File: src/design/spf_pkg.sv
// ----------------------------------------------------------------------------
// spf_pkg
// Shared constants and types of the smallest-prime-factor factorizer: table
// depth, address and value widths, and the request bundle of the table RAM.
// ----------------------------------------------------------------------------
package spf_pkg;

    // Depth of the factor table; only 16-bit values can arrive, so it is capped.
    localparam int unsigned TABLE_SIZE = 65536;
    localparam int unsigned TBL_DEPTH  = (TABLE_SIZE < 65536) ? TABLE_SIZE : 65536;
    localparam int unsigned ADDR_W     = $clog2(TBL_DEPTH);

    // Field widths of the stream items.
    localparam int unsigned VAL_W = 16;
    localparam int unsigned EXP_W = 5;

    typedef logic [ADDR_W-1:0] t_addr;
    typedef logic [VAL_W-1:0]  t_val;
    typedef logic [EXP_W-1:0]  t_exp;

    // One write port and one read port of the table RAM.
    typedef struct packed {
        logic  we;
        t_addr waddr;
        t_val  wdata;
        t_addr raddr;
    } t_mem_req;

endpackage

File: src/design/spf_div.sv
// ----------------------------------------------------------------------------
// spf_div
// Iterative restoring divider: one quotient bit per cycle, giving a 16-bit
// quotient.
// ----------------------------------------------------------------------------
module spf_div
    import spf_pkg::*;
(
    input  logic i_clk,
    input  logic i_rst_n,
    input  logic i_start,
    input  t_val i_dividend,
    input  t_val i_divisor,
    output logic o_busy,
    output logic o_done,
    output t_val o_quotient
);

    localparam logic [3:0] LAST_STEP = 4'(VAL_W - 1);

    logic       r_busy;
    logic       r_done;
    logic [3:0] r_cnt;
    t_val       r_rem;
    t_val       r_quo;
    t_val       r_div;

    logic [VAL_W:0] rem_sh;
    logic [VAL_W:0] diff;
    logic           fits;
    t_val           n_rem;
    t_val           n_quo;

    // One shift-subtract step.
    always_comb begin
        rem_sh = {r_rem, r_quo[VAL_W-1]};
        diff   = rem_sh - {1'b0, r_div};
        fits   = (rem_sh >= {1'b0, r_div});
        n_rem  = fits ? diff[VAL_W-1:0] : rem_sh[VAL_W-1:0];
        n_quo  = {r_quo[VAL_W-2:0], fits};
    end

    // Step counter and completion pulse.
    always_ff @(posedge i_clk) begin
        if (!i_rst_n) begin
            r_busy <= 1'b0;
            r_done <= 1'b0;
            r_cnt  <= '0;
        end else begin
            r_done <= 1'b0;
            if (i_start) begin
                r_busy <= 1'b1;
                r_cnt  <= '0;
            end else if (r_busy) begin
                r_cnt <= r_cnt + 4'd1;
                if (r_cnt == LAST_STEP) begin
                    r_busy <= 1'b0;
                    r_done <= 1'b1;
                end
            end
        end
    end

    // Operand and partial-result registers.
    always_ff @(posedge i_clk) begin
        if (i_start) begin
            r_rem <= '0;
            r_quo <= i_dividend;
            r_div <= i_divisor;
        end else if (r_busy) begin
            r_rem <= n_rem;
            r_quo <= n_quo;
        end
    end

    assign o_busy     = r_busy;
    assign o_done     = r_done;
    assign o_quotient = r_quo;

    // A new division is never started on top of a running one.
    a_start_idle: assert property (@(posedge i_clk) disable iff (!i_rst_n)
        i_start |-> !r_busy)
        else $error("divider started while busy");

endmodule

File: config.mk
export PLATFORM = sky130hd
export DESIGN_NAME = spf_div
export DESIGN_NICKNAME = d
export VERILOG_FILES = /design/src/design/spf_pkg.sv /design/src/design/spf_div.sv
export SDC_FILE = /design/constraint.sdc
export NUM_CORES = 1
export LEC_CHECK = 0
export ABC_AREA = 1
export BUFFER_PORTS_ARGS = -buffer_cell sky130_fd_sc_hd__clkbuf_2
export CORE_MARGIN = 2
export CORE_UTILIZATION = 35
export CTS_BUF_LIST = sky130_fd_sc_hd__clkbuf_8
export CTS_CLUSTER_SIZE = 28
export DETAILED_ROUTE_END_ITERATION = 12
export SYNTH_ARGS = -nofsm -noshare
export SYNTH_HDL_FRONTEND = slang
export SYNTH_SLANG_ARGS = --single-unit
File: constraint.sdc
create_clock -name i_clk -period 4.6 [get_ports i_clk]
set_input_delay 0.92 -clock i_clk [delete_from_list [all_inputs] [get_ports i_clk]]
set_output_delay 0.92 -clock i_clk [all_outputs]
set_load 0.02 [all_outputs]
* Yosys cells after proc, flatten, opt, wreduce, memory -nomap -nowiden *
Cells that the tools add are included.

cells by class
  reduce and logical (&&, ||, !) cells = 3
  magnitude comparators = 1
  bitwise gates (word level) = 2
  add/sub/neg operators = 2
  equal/unequal tests = 1
  mux-type cells = 7

operator list
  cell                   count
  $mux W16               3
  $ge A17 B16 Y1         1
  $sub A16 B16 Y16       1
  $add A4 B1 Y4 const B  1
  $eq A4 B4 Y1 const B   1
  $mux W1                4
  $reduce_or A3 Y1       1
  $not A1 Y1             2
  $reduce_bool A2 Y1     1
  $reduce_or A2 Y1       1

word-level totals
  logic and storage cells = 22
  register bits after elaboration = 54

* Logic depth before layout (Yosys ltp) *
  depth after elaboration = 4
  depth in mapped cells = 15
  depth with buffers taken out = 14

* Least setup slack after synthesis *
No wires, ideal clock.

  path type = input port to flip-flop
  start point = input port i_start
  end point = register r_quo[0], in the netlist o_quotient[0], enable pin
  setup slack = 2.603 ns
  data required time = 4.272 ns
  arrival = 1.669 ns
  cell stages on the path = 3
  buffers on the path = 1
  library setup time = 0.328 ns
  cells stage by stage = buf_2 -> nor2_1 -> inv_1

on the way
  longest elaborated chain between the ends = 1

RTL lines
  item                                 RTL line       source
  from (decl)                          spf_div.sv:11  input logic i_start,
  $reduce_bool A2 Y1 (no source line)  --
  to (signal assigned)                 spf_div.sv:68  r_quo <= i_dividend;
  to (signal assigned)                 spf_div.sv:72  r_quo <= n_quo;
  to (decl)                            spf_div.sv:25  t_val r_quo;

No other way between the ends.
A chain may end at the register's enable or synchronous reset.

* Worst setup path after layout *
  start point = input port i_start
  end point = register r_quo[11], in the netlist o_quotient[11], enable pin

Same word-level chain as after synthesis.

==> results.cfg <==
[cts]
insertion_delay_ns = 0.32
cts.clk_slew.worst_paths_ns = 0.09
root_buffer = clkbuf_8
cts_tree = yes
cts_resized = 0
post-cts-setup-buffers = 0
clock_path_buffers = 2
cts-buffers-inserted = 5
htree_levels = 2
cts_sinks = 54
ctsHoldBuffers = 0

[timing]
clock.fmax_ghz = 0.389
setup_viol = 0
tightestPinTransition_ns = 1.10
fin_worst_skew_ns = 0.0145
tns_ns = 0
drv_slew = 0
rsz0062_at_grt = false
fin_crit_ns = 2.57
hold_violations = 0
slew_headroom_pct = 26.5
timing.final.crit_share_pct = 55.9

[synth]
yosysMostFrequentCell = nand2_1
syn_nets = 488
synth_flop_cell = edfxtp_1
synthCells = 435
yosysSeqAreaShare_pct = 41.7
synth_seq_cells = 54
synthTopCellsByCount = 173 x nand2_1, 58 x inv_1, 32 x edfxtp_1, 28 x nand3_1, 22 x dfxtp_1
syn_avg_cell_area_um2 = 7.72
ys_warn_count = 0
yosys-top-cells-area = edfxtp_1 29%, nand2_1 19%, dfxtp_1 13%, inv_1 6.5%, ha_1 6.3%
synth_top_area_share_pct = 28.6
synthArstFlopShare_pct = 0
synth_area_um2 = 3360
synth.distinct_cells = 35
synth_edf_count = 32
synth_area_leader_cell = edfxtp_1

[pwr]
peakVddDrop_v = 0.000125
power.total_uw = 1060
switching_power_uw = 294
swShare_pct = 27.7
p_per_area_nw_per_um2 = 278
combPwrFrac_pct = 15.6
p_seq_share_pct = 52.8
clkPwrFrac_pct = 31.6
p_leak_uw = 0.00203
intPower_uw = 767

[run]
cap_viol_max_count = 0

[routing]
wl_um = 7400
vias_per_cell = 4.47
ant_nets = 0
drtIter0Drc = 125
drcViolationCount = 0
wire_per_inst_um = 12.0
dr.pass1.iters = 4
vias = 2748

[setup_path]
path_class = input pin to flip-flop
rr_worst_depth = 2
arrival_ns = 2.49
cp-start-kind = input pin
worstPathRequired_ns = 4.52
worstReg2RegStart = o_busy
r2r_setup_slack_ns = 2.21
endpoint_kind = flip-flop
reg2reg_to = o_quotient[11]
path_max_fanout = 17

[finish]
drive_gt1_share_pct = 19.5
fin_util_pct = 41.2
multi_input_area_um2 = 1640
finish.net_count = 538
n_antenna_cell = 0
area_growth_pct = 13.9
regArea_um2 = 1400
nFillCells = 970

[floorplanning]
dieHeight_um = 102
rows = 35
die-width_um = 102
coreArea_um2 = 9280
fp.dieArea_um2 = 10400
pin_count = 53
start_util_pct = 36.2

[grt]
grt_max_degree = 35
grt_pass1_wl_um = 12700
grt-ovfl-total = 0
grt_pass1_vias = 2709
antenna_found_initial = 0
track_usage_pct = 15.5

[hold_path]
hold_path.class = flip-flop to flip-flop
hold_end = r_rem[8]
holdPathStages = 2
hp-start = r_rem[8]

[placed_design]
io_buffers = 52
dp_hpwl_um = 5640
place_congestion = 0.866

[run_status]
status = finished clean
## sequential cells by signal, summed over array words and instances (netlist names)
signal and count:
o_done 1, r_div 16, r_rem 16, r_cnt 4, o_busy 1, o_quotient 16
## layout by cell type, fill, tap and decap left out, drive strengths merged
cell    instances
clkinv          2
xnor2           5
buf             1
bufinv          1
xor2            2
nor3b           1
dfxtp          22
o211a           1
a31oi           1
nor3            6
fa              1
clkbuf         57
o21bai          1
inv            64
nand3b         18
a21oi          12
nand3          31
edfxtp         32
nand4           4
ha             17
o21a            1
nand2         191
nor2           15
## critical path, cell delays in order
cell and delay [ns]:
clkbuf_2 0.10, nor2_1 0.82, inv_1 0.64
## power by group through the flow
| stage | Combinational, µW | Clock [µW] | Sequential (µW) |
|---|---|---|---|
| floorplan | 94.9 | 0 | 585 |
| global placement | 164 | 0 | 572 |
| detailed placement | 167 | 0 | 571 |
| CTS | 168 | 344 | 561 |
| global route | 187 | 368 | 565 |
| finish | 166 | 336 | 560 |
## area by class of cell
type	count	area share, %
well taps	129	4.22
clock buffers	5	1.80
multi-input cells	307	42.8
flip-flops and latches	54	36.6
repair buffers	53	7.00
inverters	64	6.28
clock inverters	3	1.24
## worst max-delay path by stage
stage            start              to  slack [ns]  depth (start not counted)
5_1_grt        i_start  o_quotient[11]        1.85                          3
3_5_place_dp   i_start   o_quotient[9]        1.67                          3
4_1_cts        i_start   o_quotient[9]        2.00                          3
3_3_place_gp   i_start  o_quotient[10]        1.69                          3
2_1_floorplan  i_start   o_quotient[0]        2.60                          3
6_report       i_start  o_quotient[11]        2.03                          3
## kinds of logic (layout without fill, tap and decap cells)
group / count (synthesis) / in the layout / share of synthesized area, %
compound gates: 16 / 16 / 3.05
xor+xnor: 7 / 7 / 1.82
fa+ha+maj: 18 / 18 / 6.93
buf+inv: 74 / 125 / 9.50
flops: 54 / 54 / 41.7
simple gates: 266 / 266 / 37.0
## metal layers
metal	vias up	track usage (%)	routed length, µm
met2	56	24.9	3390
met1	1209	21.0	3550
met3	9	2.94	314
met5	-	0	0
li1	1474	-	-
met4	0	5.33	146
## stage by stage
stage,setup slack (ns),cells,instance area [µm²],hold WS (ns)
final,2.03,615,3830,0.474
after global routing,1.85,615,3830,0.496
after CTS,2.00,615,3830,0.475
after detailed placement,1.67,607,3710,0.459
after global placement,1.69,607,3710,0.458
after floorplan,2.60,435,3360,0.444
Power figures use the tool's default switching activity.
