File: config.mk
export PLATFORM = sky130hd
export DESIGN_NAME = spf_sieve
export DESIGN_NICKNAME = d
export VERILOG_FILES = /design/src/design/spf_pkg.sv /design/src/design/spf_sieve.sv
export SDC_FILE = /design/constraint.sdc
export NUM_CORES = 1
export LEC_CHECK = 0
export BUFFER_PORTS_ARGS = -buffer_cell sky130_fd_sc_hd__buf_2
export CAP_MARGIN = 10
export CORE_AREA = 2 2 91 93
export CTS_CLUSTER_SIZE = 25
export DETAILED_ROUTE_END_ITERATION = 12
export DIE_AREA = 0 0 93 95
export GPL_TIMING_DRIVEN = 0
export HOLD_SLACK_MARGIN = 0.12
export PLACE_DENSITY = 0.72
export RECOVER_POWER = 50
export SLEW_MARGIN = 20
export SYNTH_ARGS = -nofsm -noshare
export SYNTH_HDL_FRONTEND = slang
export SYNTH_SLANG_ARGS = --single-unit
File: constraint.sdc
create_clock -name i_clk -period 5.05 [get_ports i_clk]
set_clock_uncertainty 0.15 [all_clocks]
set_input_delay 0.7575 -clock i_clk [delete_from_list [all_inputs] [get_ports i_clk]]
set_output_delay 0.7575 -clock i_clk [all_outputs]
set_load 0.005 [all_outputs]
File: src/design/spf_pkg.sv
// ----------------------------------------------------------------------------
// spf_pkg
// Shared constants and types of the smallest-prime-factor factorizer: table
// depth, address and value widths, and the request bundle of the table RAM.
// ----------------------------------------------------------------------------
package spf_pkg;

    // Depth of the factor table; only 16-bit values can arrive, so it is capped.
    localparam int unsigned TABLE_SIZE = 65536;
    localparam int unsigned TBL_DEPTH  = (TABLE_SIZE < 65536) ? TABLE_SIZE : 65536;
    localparam int unsigned ADDR_W     = $clog2(TBL_DEPTH);

    // Field widths of the stream items.
    localparam int unsigned VAL_W = 16;
    localparam int unsigned EXP_W = 5;

    typedef logic [ADDR_W-1:0] t_addr;
    typedef logic [VAL_W-1:0]  t_val;
    typedef logic [EXP_W-1:0]  t_exp;

    // One write port and one read port of the table RAM.
    typedef struct packed {
        logic  we;
        t_addr waddr;
        t_val  wdata;
        t_addr raddr;
    } t_mem_req;

endpackage

File: src/design/spf_sieve.sv
// ----------------------------------------------------------------------------
// spf_sieve
// Table builder: clears the table, then runs the Eratosthenes sieve, writing
// each still-empty entry with the prime that first reaches it.
// ----------------------------------------------------------------------------
module spf_sieve
    import spf_pkg::*;
(
    input  logic     i_clk,
    input  logic     i_rst_n,
    input  t_val     i_rdata,
    output t_mem_req o_req,
    output logic     o_done
);

    typedef logic [ADDR_W:0] t_cnt;

    localparam t_cnt DEPTH_CNT = t_cnt'(TBL_DEPTH);
    localparam t_cnt LAST_CNT  = t_cnt'(TBL_DEPTH - 1);
    localparam t_cnt FIRST_P   = t_cnt'(2);

    typedef enum logic [5:0] {
        SV_CLEAR   = 6'b000001,
        SV_OUT_RD  = 6'b000010,
        SV_OUT_CHK = 6'b000100,
        SV_IN_RD   = 6'b001000,
        SV_IN_CHK  = 6'b010000,
        SV_DONE    = 6'b100000
    } t_sv_state;

    t_sv_state r_state, n_state;
    t_cnt      r_i, n_i;
    t_cnt      r_j, n_j;

    // Sequencer: clearing sweep, then the outer scan over candidates and the
    // inner walk over multiples, each step a read followed by a check.
    always_comb begin
        n_state     = r_state;
        n_i         = r_i;
        n_j         = r_j;
        o_req.we    = 1'b0;
        o_req.waddr = r_j[ADDR_W-1:0];
        o_req.wdata = '0;
        o_req.raddr = r_i[ADDR_W-1:0];
        unique case (r_state)
            SV_CLEAR: begin
                o_req.we = 1'b1;
                n_j      = r_j + t_cnt'(1);
                if (r_j == LAST_CNT) begin
                    n_i     = FIRST_P;
                    n_state = SV_OUT_RD;
                end
            end
            SV_OUT_RD: begin
                if (r_i >= DEPTH_CNT) begin
                    n_state = SV_DONE;
                end else begin
                    n_state = SV_OUT_CHK;
                end
            end
            SV_OUT_CHK: begin
                if (i_rdata == '0) begin
                    // A prime: mark itself and walk its multiples.
                    o_req.we    = 1'b1;
                    o_req.waddr = r_i[ADDR_W-1:0];
                    o_req.wdata = VAL_W'(r_i);
                    n_j         = r_i + r_i;
                    n_state     = SV_IN_RD;
                end else begin
                    n_i     = r_i + t_cnt'(1);
                    n_state = SV_OUT_RD;
                end
            end
            SV_IN_RD: begin
                o_req.raddr = r_j[ADDR_W-1:0];
                if (r_j >= DEPTH_CNT) begin
                    n_i     = r_i + t_cnt'(1);
                    n_state = SV_OUT_RD;
                end else begin
                    n_state = SV_IN_CHK;
                end
            end
            SV_IN_CHK: begin
                o_req.wdata = VAL_W'(r_i);
                o_req.we    = (i_rdata == '0);
                n_j         = r_j + r_i;
                n_state     = SV_IN_RD;
            end
            SV_DONE: begin
                n_state = SV_DONE;
            end
            default: begin
                n_state = SV_CLEAR;
            end
        endcase
    end

    // Sequencer registers.
    always_ff @(posedge i_clk) begin
        if (!i_rst_n) begin
            r_state <= SV_CLEAR;
            r_i     <= '0;
            r_j     <= '0;
        end else begin
            r_state <= n_state;
            r_i     <= n_i;
            r_j     <= n_j;
        end
    end

    assign o_done = (r_state == SV_DONE);

endmodule

# After elaboration in Yosys (flattened, before gate mapping)
# Cells that the tools add are included.
# totals
register_bits,40
wordCells,41
output_inout_bits,50
input_bits,18
# classes
eq_ne,11
n_reduce_logical,5
n_lt_le_gt_ge,2
addsub,4
n_mux,16
# op_table
op,count
$pmux 17 s3,2
$mux 17,4
$pmux 6 s6,1
$add 17x1->17 const B,2
$add 17x17->17,2
$ge 17x17->1 const B,2
$mux 33,1
$mux 16,2
$pmux 16 s2,1
$eq 17x16->1 const B,1
$logic_not 16->1,1
$mux 6,2
$ne 2x2->1 const B,4
$eq 6x1->1 const B,1
$eq 6x2->1 const B,1
$eq 6x3->1 const B,1
$eq 6x4->1 const B,1
$eq 6x5->1 const B,1
$eq 6x6->1 const B,1
$reduce_bool 3->1,2
$mux 5,1
$mux 4,1
$reduce_and 4->1,1
$pmux 1 s3,1
$reduce_and 2->1,1

# Logic depth before layout (Yosys ltp)
# Gate-level depths: netlist of run 1.
# logic_depth
depth_word,3
ltp_mapped,14

# Least setup slack after synthesis of run 1
# OpenSTA, ideal clock, no wires.
# synth_timing
path_type,register to register
startpoint,register r_state[0]
endpoint,register r_j[12]
required_time_ps,4768
synth_period_minus_slack_ps,3647
setup_time_ps,132
setup_slack_ps,1403
stages_incl_launch_ff,14
path_buffers,3
t_arrival_ps,3365
path_cell_list,dfxtp_1 -> buf_6 -> nor4_1 -> nand3b_1 -> clkbuf_1 -> buf_1 -> mux2_2 -> ha_1 -> and2_1 -> a221oi_1 -> a2111oi_0 -> or4_1 -> nand3_1 -> a21oi_1
# synth_between
elab_chain_len,3
word_cells_on_any_way,7
classes_between,eq/ne (4); mux (1); reduce/logical (2)
# synth_lines
item,line,source
from (decl),spf_sieve.sv:31,"t_sv_state r_state, n_state;"
from (signal assigned),spf_sieve.sv:105,r_state <= n_state;
"$eq 6x3->1, or another cell as far along",spf_sieve.sv:45,unique case (r_state)
$ne 2x2->1 (no line) / $reduce_bool 3->1 (equally long branches),-,
$reduce_and 2->1 (no line),-,
to (signal assigned),spf_sieve.sv:107,r_j <= n_j;
to (decl),spf_sieve.sv:33,"t_cnt r_j, n_j;"
# Parallel ways exist; a longest one is shown, timed or not.
# A chain may end at the register's enable or synchronous reset.

# Worst setup path after layout of run 1
# layout_timing
startpoint,register r_state[1]
endpoint,register r_j[12]
# Same word-level chain as after synthesis.

==> results of run 1 <==
==> layer usage <==
layer	wire length, um	global-route usage, %	vias to the layer above	part of all wire, %
met5	0	0	-	0
li1	-	-	2084	-
met4	197	7.48	0	1.6
met2	6030	47.2	218	48
met3	869	3.67	22	6.9
met1	5460	39.6	2021	43
==> through the flow <==
step           hold slack (ps)  utilization (%)  area (um2)
4_1_cts                    420             55.9        4430
5_1_grt                    435             55.2        4380
2_1_floorplan              325                -        3850
3_5_place_dp               406             54.4        4310
6_report                   422             55.2        4380
3_3_place_gp               392             54.4        4310
==> worst max-delay path, stage by stage, from the launching register on <==
cell and delay [ps]:
dfxtp_1 470, nor4_1 110, nand3b_1 110, clkbuf_1 530, clkbuf_1 510, mux2_2 410
ha_1 320, and2_1 190, a221oi_1 550, a2111oi_0 270, or4_1 510, nand3_1 120
a21oi_1 90
==> cell type report <==
cell class | count | area share, %
buffer | 34 | 3.29
inverter | 12 | 1.03
clock inverter | 3 | 1.06
multi-input combinational | 439 | 64.4
clock buffer | 5 | 1.57
sequential | 40 | 18.3
timing repair buffer | 66 | 7.37
tap | 105 | 3.00
==> kinds of logic after synthesis <==
kind of cell    Yosys count  synth area share, %
mux                      32                 9.35
fa+ha+maj                21                 7.02
xor+xnor                 17                 3.87
compound gates          139                 23.2
simple gates            230                 30.5
buf+inv                  46                 5.36
flops                    40                 20.8
==> state kept, by name, summed over array words and instances, names as in the netlist <==
signal,cells
r_i,17
r_state,6
r_j,17
==> worst paths after layout <==
path                            startpoint  endpoint  cells after the start
worst max-delay path            r_state[1]   r_j[12]                     12
worst min-delay path               r_i[16]   r_i[16]                      2
worst max register to register  r_state[1]   r_j[12]                     12
worst min register to register     r_i[16]   r_i[16]                      2
==> report_power, final <==
group          total (mW)  leakage (nW)  internal [mW]  switching, mW
logic              0.0258          1.48         0.0101         0.0158
clock network       0.281        0.0548          0.149          0.132
registers           0.320         0.323          0.317        0.00315
==> synth_stat cells (9+ instances only) <==
cell type	count	share of area [%]
inv_1	11	1.1
dfxtp_1	40	21
nand3_1	26	3.4
and2_1	17	2.8
xnor2_1	9	2.0
ha_1	20	6.5
nor3_1	13	1.7
nor2_1	37	3.6
mux2_2	32	9.4
clkbuf_1	25	2.4
a21oi_1	43	5.6
o21ai_0	39	5.1
nand2_1	76	7.4
==> results.json, run 1 <==
{
  "status": "finished, final reports clean",
  "crit_type": "flip-flop to flip-flop",
  "end_kind": "flip-flop",
  "vias": 4345,
  "antenna_found_initial": 0,
  "drive_gt1_share_pct": 18.0,
  "numCtsBuffers": 5,
  "cts.htree.levels": 2,
  "drt_iter0_drc": 453,
  "synth_nets": 564,
  "fp-row-count": 33,
  "p_leak_nw": 1.85,
  "cts_sinks": 40,
  "dieWidth_um": 93,
  "numPlacedInstances": 696,
  "crit_fanout": 10,
  "syn_area_mm2": 0.00385,
  "port_buffers": 66,
  "setup_viol": 0,
  "power.total_mw": 0.627,
  "num_io_pins": 68,
  "wire_per_inst_um": 17.8,
  "initial_core_util_pct": 48.6,
  "final_antenna_net_count": 0,
  "ctsHoldBuffers": 0,
  "gp_congestion": 0.984,
  "fp.dieH_um": 95,
  "critical_path_arrival_ps": 4510,
  "layout_commonest_cell": "nand2_1",
  "die_area_mm2": 0.00884,
  "fin_crit_ps": 4510,
  "p_per_area_mw_per_mm2": 143,
  "yosys_warnings": 0,
  "final_cell_mix": "nand2_1, buf_2, a21oi_1, dfxtp_1, o21ai_0",
  "clock.fmax_mhz": 222,
  "clkTransAtPathRegs_ps": 90,
  "post_cts_buffers": 0,
  "period_share_pct": 89.3,
  "grt_overflow_total": 0,
  "crit_path_start_kind": "flip-flop",
  "layout_setup_ws_ps": 543,
  "post-place-ws_ps": 631,
  "max-vdd-ir-drop_mv": 0.0986,
  "synth_edf_count": 0,
  "grt_max_degree": 15,
  "setup_tns_ps": 0,
  "multiInputGateArea_mm2": 0.00282,
  "cts_buffer_depth": 2,
  "drv_cap": 0,
  "dr.pass1.iters": 5,
  "worst_slew_pin_slew_ps": 839,
  "first_global_vias": 3839,
  "hold_viol_final": 0,
  "route.detailed.drc": 0,
  "slew_violations": 0,
  "grt_use_total_pct": 28.6,
  "cp.required_ps": 5050,
  "rsz0062_at_grt": "no",
  "syn_area_per_cell_um2": 7.34,
  "hold_class": "flip-flop to flip-flop",
  "via_per_inst": 6.17,
  "synth_cell_types": 61,
  "ff_latch_area_um2": 801,
  "cts_root_buffer": "clkbuf_8",
  "place_hpwl_um": 9620,
  "cts_resized": 0,
  "slew_headroom_pct": 43.8,
  "cts_tree": "built",
  "grt_pass1_wl_um": 20000,
  "wl_um": 12600,
  "clk_latency_ps": 300,
  "core_mm2": 0.00793,
  "syn_inst": 525,
  "finalNetCount": 637,
  "instances_no_fill": 704,
  "synthToLayoutAreaGrowth_pct": 13.7,
  "fillers": 799,
  "synth_async_sr_flop_share_pct": 0,
  "r2r_setup_slack_ps": 540,
  "ys_ff_latch": 40,
  "yosysSeqAreaShare_pct": 20.8,
  "synthFlopType": "dfxtp_1",
  "num_antenna_cells": 0
}
Note: power is estimated with default switching activity, not from simulation.
==> run 2: changes to the inputs <==
clock period = 5.6 ns   (was 5.05 ns; I/O delays follow)
==> results.json, run 2 (synthesis gave the netlist of run 1 again) <==
{
  "numPlacedInstances": 696,
  "slowest_stage": "a221oi_1",
  "cp.required_ps": 5600,
  "critical_path_arrival_ps": 4500,
  "cts_tree": "built",
  "fin_crit_ps": 4490,
  "internal-power_mw": 0.430,
  "core_mm2": 0.00793,
  "wire_per_inst_um": 17.8,
  "hold_class": "flip-flop to flip-flop",
  "top_regs": "r_i x17, r_j x17, r_state x6",
  "die_area_mm2": 0.00884,
  "p_switching_mw": 0.137,
  "cts_root_buffer": "clkbuf_8",
  "sw_frac_of_total_pct": 24.2,
  "fp-row-count": 33,
  "vias": 4298,
  "rsz0062_at_grt": "no",
  "period_share_pct": 80.2,
  "grt_max_degree": 15,
  "max-vdd-ir-drop_mv": 0.0889,
  "grt_use_total_pct": 28.6,
  "setup_tns_ps": 0,
  "finalNetCount": 637,
  "slew_violations": 0,
  "slowest_delay_ps": 550,
  "fin_util_pct": 55.2,
  "path_cells": "nor4_1, nand3b_1, clkbuf_1, clkbuf_1, mux2_2, ha_1, and2_1, a221oi_1, a2111oi_0, or4_1, nand3_1, a21oi_1",
  "cts_resized": 0,
  "p_per_area_mw_per_mm2": 129,
  "hold_viol_final": 0,
  "post-place-ws_ps": 1180,
  "antenna_found_initial": 0,
  "combPwrFrac_pct": 4.1,
  "dr.pass1.iters": 7,
  "layout_setup_ws_ps": 1110,
  "crit_type": "flip-flop to flip-flop",
  "clkTransAtPathRegs_ps": 90,
  "post_cts_buffers": 0,
  "grt_overflow_total": 0,
  "clock.fmax_mhz": 223,
  "numCtsBuffers": 5,
  "worst_slew_pin_slew_ps": 836,
  "port_buffers": 66,
  "fp.dieH_um": 95,
  "clockPowerShare_pct": 44.9,
  "num_io_pins": 68,
  "route.detailed.drc": 0,
  "via_per_inst": 6.11,
  "wl_um": 12500,
  "crit_fanout": 10,
  "final_antenna_net_count": 0,
  "ctsHoldBuffers": 0,
  "drv_cap": 0,
  "fillers": 800,
  "num_antenna_cells": 0,
  "slew_headroom_pct": 43.9,
  "cts.htree.levels": 2,
  "setup_viol": 0,
  "ff_latch_area_um2": 801,
  "power.total_mw": 0.567,
  "clk_latency_ps": 300,
  "drive_gt1_share_pct": 17.7,
  "layout_commonest_cell": "nand2_1",
  "p_leak_nw": 1.85,
  "cts_sinks": 40,
  "final_cell_mix": "nand2_1, buf_2, a21oi_1, dfxtp_1, o21ai_0",
  "dieWidth_um": 93,
  "status": "finished, final reports clean",
  "grt_pass1_wl_um": 20000,
  "drt_iter0_drc": 442,
  "instances_no_fill": 704,
  "first_global_vias": 3839,
  "initial_core_util_pct": 48.6,
  "end_kind": "flip-flop",
  "seq_power_share_pct": 51.0,
  "gp_congestion": 0.984,
  "multiInputGateArea_mm2": 0.00282,
  "crit_top_cell": "clkbuf_1",
  "cts_buffer_depth": 2,
  "synthToLayoutAreaGrowth_pct": 13.6,
  "place_hpwl_um": 9620,
  "crit_path_start_kind": "flip-flop"
}
[run 2: worst max-delay path, delay by kind of cell, from the launching register on]
kind	cells	cell delay, ps
AO/OA/AOI/OAI	3	920
flip-flops	1	470
adder cells (fa/ha/maj)	1	320
multiplexers	1	400
AND/OR/NAND/NOR	5	1040
buffers and inverters	2	1040
[run 2: through the flow]
step           cell area (um2)  hold slack, ps
2_1_floorplan             3850             325
3_3_place_gp              4310             392
3_5_place_dp              4310             406
4_1_cts                   4430             420
5_1_grt                   4380             435
6_report                  4380             422
[run 2: layout make-up]
type / count / area share (%)
clock inverters: 3 / 1.06
well taps: 105 / 3.00
multi-input cells: 439 / 64.4
clock buffers: 5 / 1.57
inverters: 12 / 1.03
repair buffers: 66 / 7.34
flip-flops and latches: 40 / 18.3
plain buffers: 34 / 3.29
[run 2: power by group through the flow]
stage	Clock (mW)	Sequential, mW	Combinational (mW)
global placement	0	0.295	0.0228
CTS	0.255	0.289	0.0232
floorplan	0	0.295	0.0116
finish	0.254	0.289	0.0233
global route	0.269	0.289	0.0258
detailed placement	0	0.295	0.0231
[run 2: per-layer routing]
layer  track usage [%]  up-vias  part of all wire [%]
li1                  -     2080                     -
met1              39.6     1988                    44
met2              47.2      208                    48
met3              3.67       22                   6.4
met4              7.48        0                   1.4
met5                 0        -                     0
[run 2: worst paths after layout]
check | startpoint | cells past startpoint | slack (ps) | end
max | r_state[1] | 12 | 1110 | r_j[12]
min | r_i[16] | 2 | 420 | r_i[16]
max reg2reg | r_state[1] | 12 | 1110 | r_j[12]
min reg2reg | r_i[16] | 2 | 420 | r_i[16]
==> run 3: changes to the inputs <==
PLACE_DENSITY = 0.74   (was 0.72)
clock period = 3.7 ns   (was 5.6 ns; I/O delays follow)
==> results.json, run 3 (synthesis gave the netlist of run 1 again) <==
{
  "layout_setup_ws_ps": 139,
  "min-delay-start": "r_i[16]",
  "cts.htree.levels": 2,
  "cts_tree": "built",
  "worst_slew_pin_slew_ps": 814,
  "crit_path_start_kind": "flip-flop",
  "antenna_found_initial": 0,
  "initial_core_util_pct": 48.6,
  "p_leak_nw": 1.87,
  "slew_headroom_pct": 45.4,
  "reg2reg_from": "r_state[0]",
  "core_mm2": 0.00793,
  "max-vdd-ir-drop_mv": 0.204,
  "hold-worst-slack_ps": 405,
  "wl_met2_um": 5940,
  "path_cells": "buf_6, nor4_4, nand3b_1, buf_6, clkbuf_4, mux2_2, ha_1, and2_4, a221oi_4, a2111oi_2, or4_1, nand3_1, a21oi_1",
  "power.total_mw": 0.855,
  "internal-power_mw": 0.647,
  "sw_frac_of_total_pct": 24.4,
  "hold_depth": 2,
  "place_hpwl_um": 9370,
  "clockPowerShare_pct": 44.7,
  "drive_gt1_share_pct": 20.3,
  "period_share_pct": 96.2,
  "critical_path_arrival_ps": 3570,
  "setup_viol": 0,
  "gp_congestion": 0.995,
  "wl_met3_um": 878,
  "crit_type": "flip-flop to flip-flop",
  "wl_um": 12400,
  "wire_per_inst_um": 17.6,
  "die_area_mm2": 0.00884,
  "dieWidth_um": 93,
  "slowest_delay_ps": 480,
  "layout_commonest_cell": "nand2_1",
  "route.detailed.drc": 0,
  "synthToLayoutAreaGrowth_pct": 16.5,
  "crit_fanout": 10,
  "vias": 4288,
  "num_io_pins": 68,
  "status": "finished, final reports clean",
  "via_per_inst": 6.07,
  "crit_top_cell": "buf_6",
  "reg2regPathDepth": 13,
  "cts_sinks": 40,
  "p_switching_mw": 0.209,
  "clkTransAtPathRegs_ps": 90,
  "port_buffers": 66,
  "ctsHoldBuffers": 0,
  "final_antenna_net_count": 0,
  "first_global_vias": 3762,
  "slew_violations": 0,
  "cp.required_ps": 3710,
  "clock.fmax_mhz": 281,
  "slowest_stage": "or4_1",
  "combPwrFrac_pct": 4.2,
  "met1_length_um": 5410,
  "post-place-ws_ps": -685,
  "hold_viol_final": 0,
  "holdPathEnd": "r_i[16]",
  "cts_buffer_depth": 2,
  "end_kind": "flip-flop",
  "num_antenna_cells": 0,
  "top_regs": "r_i x17, r_j x17, r_state x6",
  "fp.dieH_um": 95,
  "top_layer": "met4",
  "fp-row-count": 33,
  "grt_max_degree": 14,
  "drv_cap": 0,
  "drt_iter0_drc": 482,
  "numCtsBuffers": 5,
  "worstReg2RegEnd": "r_j[12]",
  "grt_pass1_wl_um": 19300,
  "final_cell_mix": "nand2_1, buf_2, a21oi_1, dfxtp_1, o21ai_0",
  "grt_overflow_total": 0,
  "hold_class": "flip-flop to flip-flop",
  "grt_use_total_pct": 27.7,
  "r2r_setup_slack_ps": 140,
  "fin_util_pct": 56.6,
  "finalNetCount": 640,
  "cts_root_buffer": "clkbuf_8",
  "dr.pass1.iters": 5,
  "fin_crit_ps": 3560,
  "clk_latency_ps": 310,
  "seq_power_share_pct": 51.1,
  "p_per_area_mw_per_mm2": 191
}
==> run 3: metrics by stage <==
step	TNS (ps)	cells	area (um2)
floorplan	0	525	3850
global placement	-3440	696	4310
detailed placement	-3720	696	4310
CTS	0	704	4460
global route	-109	707	4490
finish	0	707	4490
==> run 3: worst max-delay path by stage <==
stage,endpoint,from,slack (ps)
finish,r_j[12],r_state[0],140
CTS,r_j[12],r_state[0],40
detailed placement,r_j[12],r_state[4],-690
floorplan,r_j[12],r_state[0],50
global route,r_j[12],r_state[0],-60
global placement,r_j[12],r_state[1],-670
==> run 3: routing by layer <==
layer	track usage (%)	vias up
li1	-	2076
met1	36.6	2004
met2	48.2	182
met3	3.11	26
met4	6.99	0
met5	0	-
==> run 3: power groups by stage <==
stage	sequential [mW]	combinational, mW	clock [mW]
2_1_floorplan	0.446	0.0176	0
3_3_place_gp	0.447	0.0347	0
3_5_place_dp	0.447	0.0353	0
4_1_cts	0.437	0.0355	0.380
5_1_grt	0.438	0.0394	0.394
6_report	0.437	0.0358	0.382
==> run 3: final cells by class <==
type	count	area, um2
buffer	34	173
clock buffer	5	68.8
clock inverter	3	42.5
fill	772	3440
inverter	12	45.0
multi-input combinational	439	2890
sequential	40	801
tap	105	131
timing repair buffer	69	343
==> run 3: worst max-delay path, delay by kind of cell, from the launching register on <==
family	cells	cell delay, ps
DFF	1	320
adders and majority gates	1	330
and+or+nand+nor	5	1190
AOI/OAI and AO/OA	3	610
muxes	1	290
buffers and inverters	3	510
==> run 3: repair_timing <==
item                                    4_1_cts  5_1_grt
buffers inserted                              0        3
endpoints found under the setup margin       12       11
pin swaps                                     0        1
resized for setup                             7       12
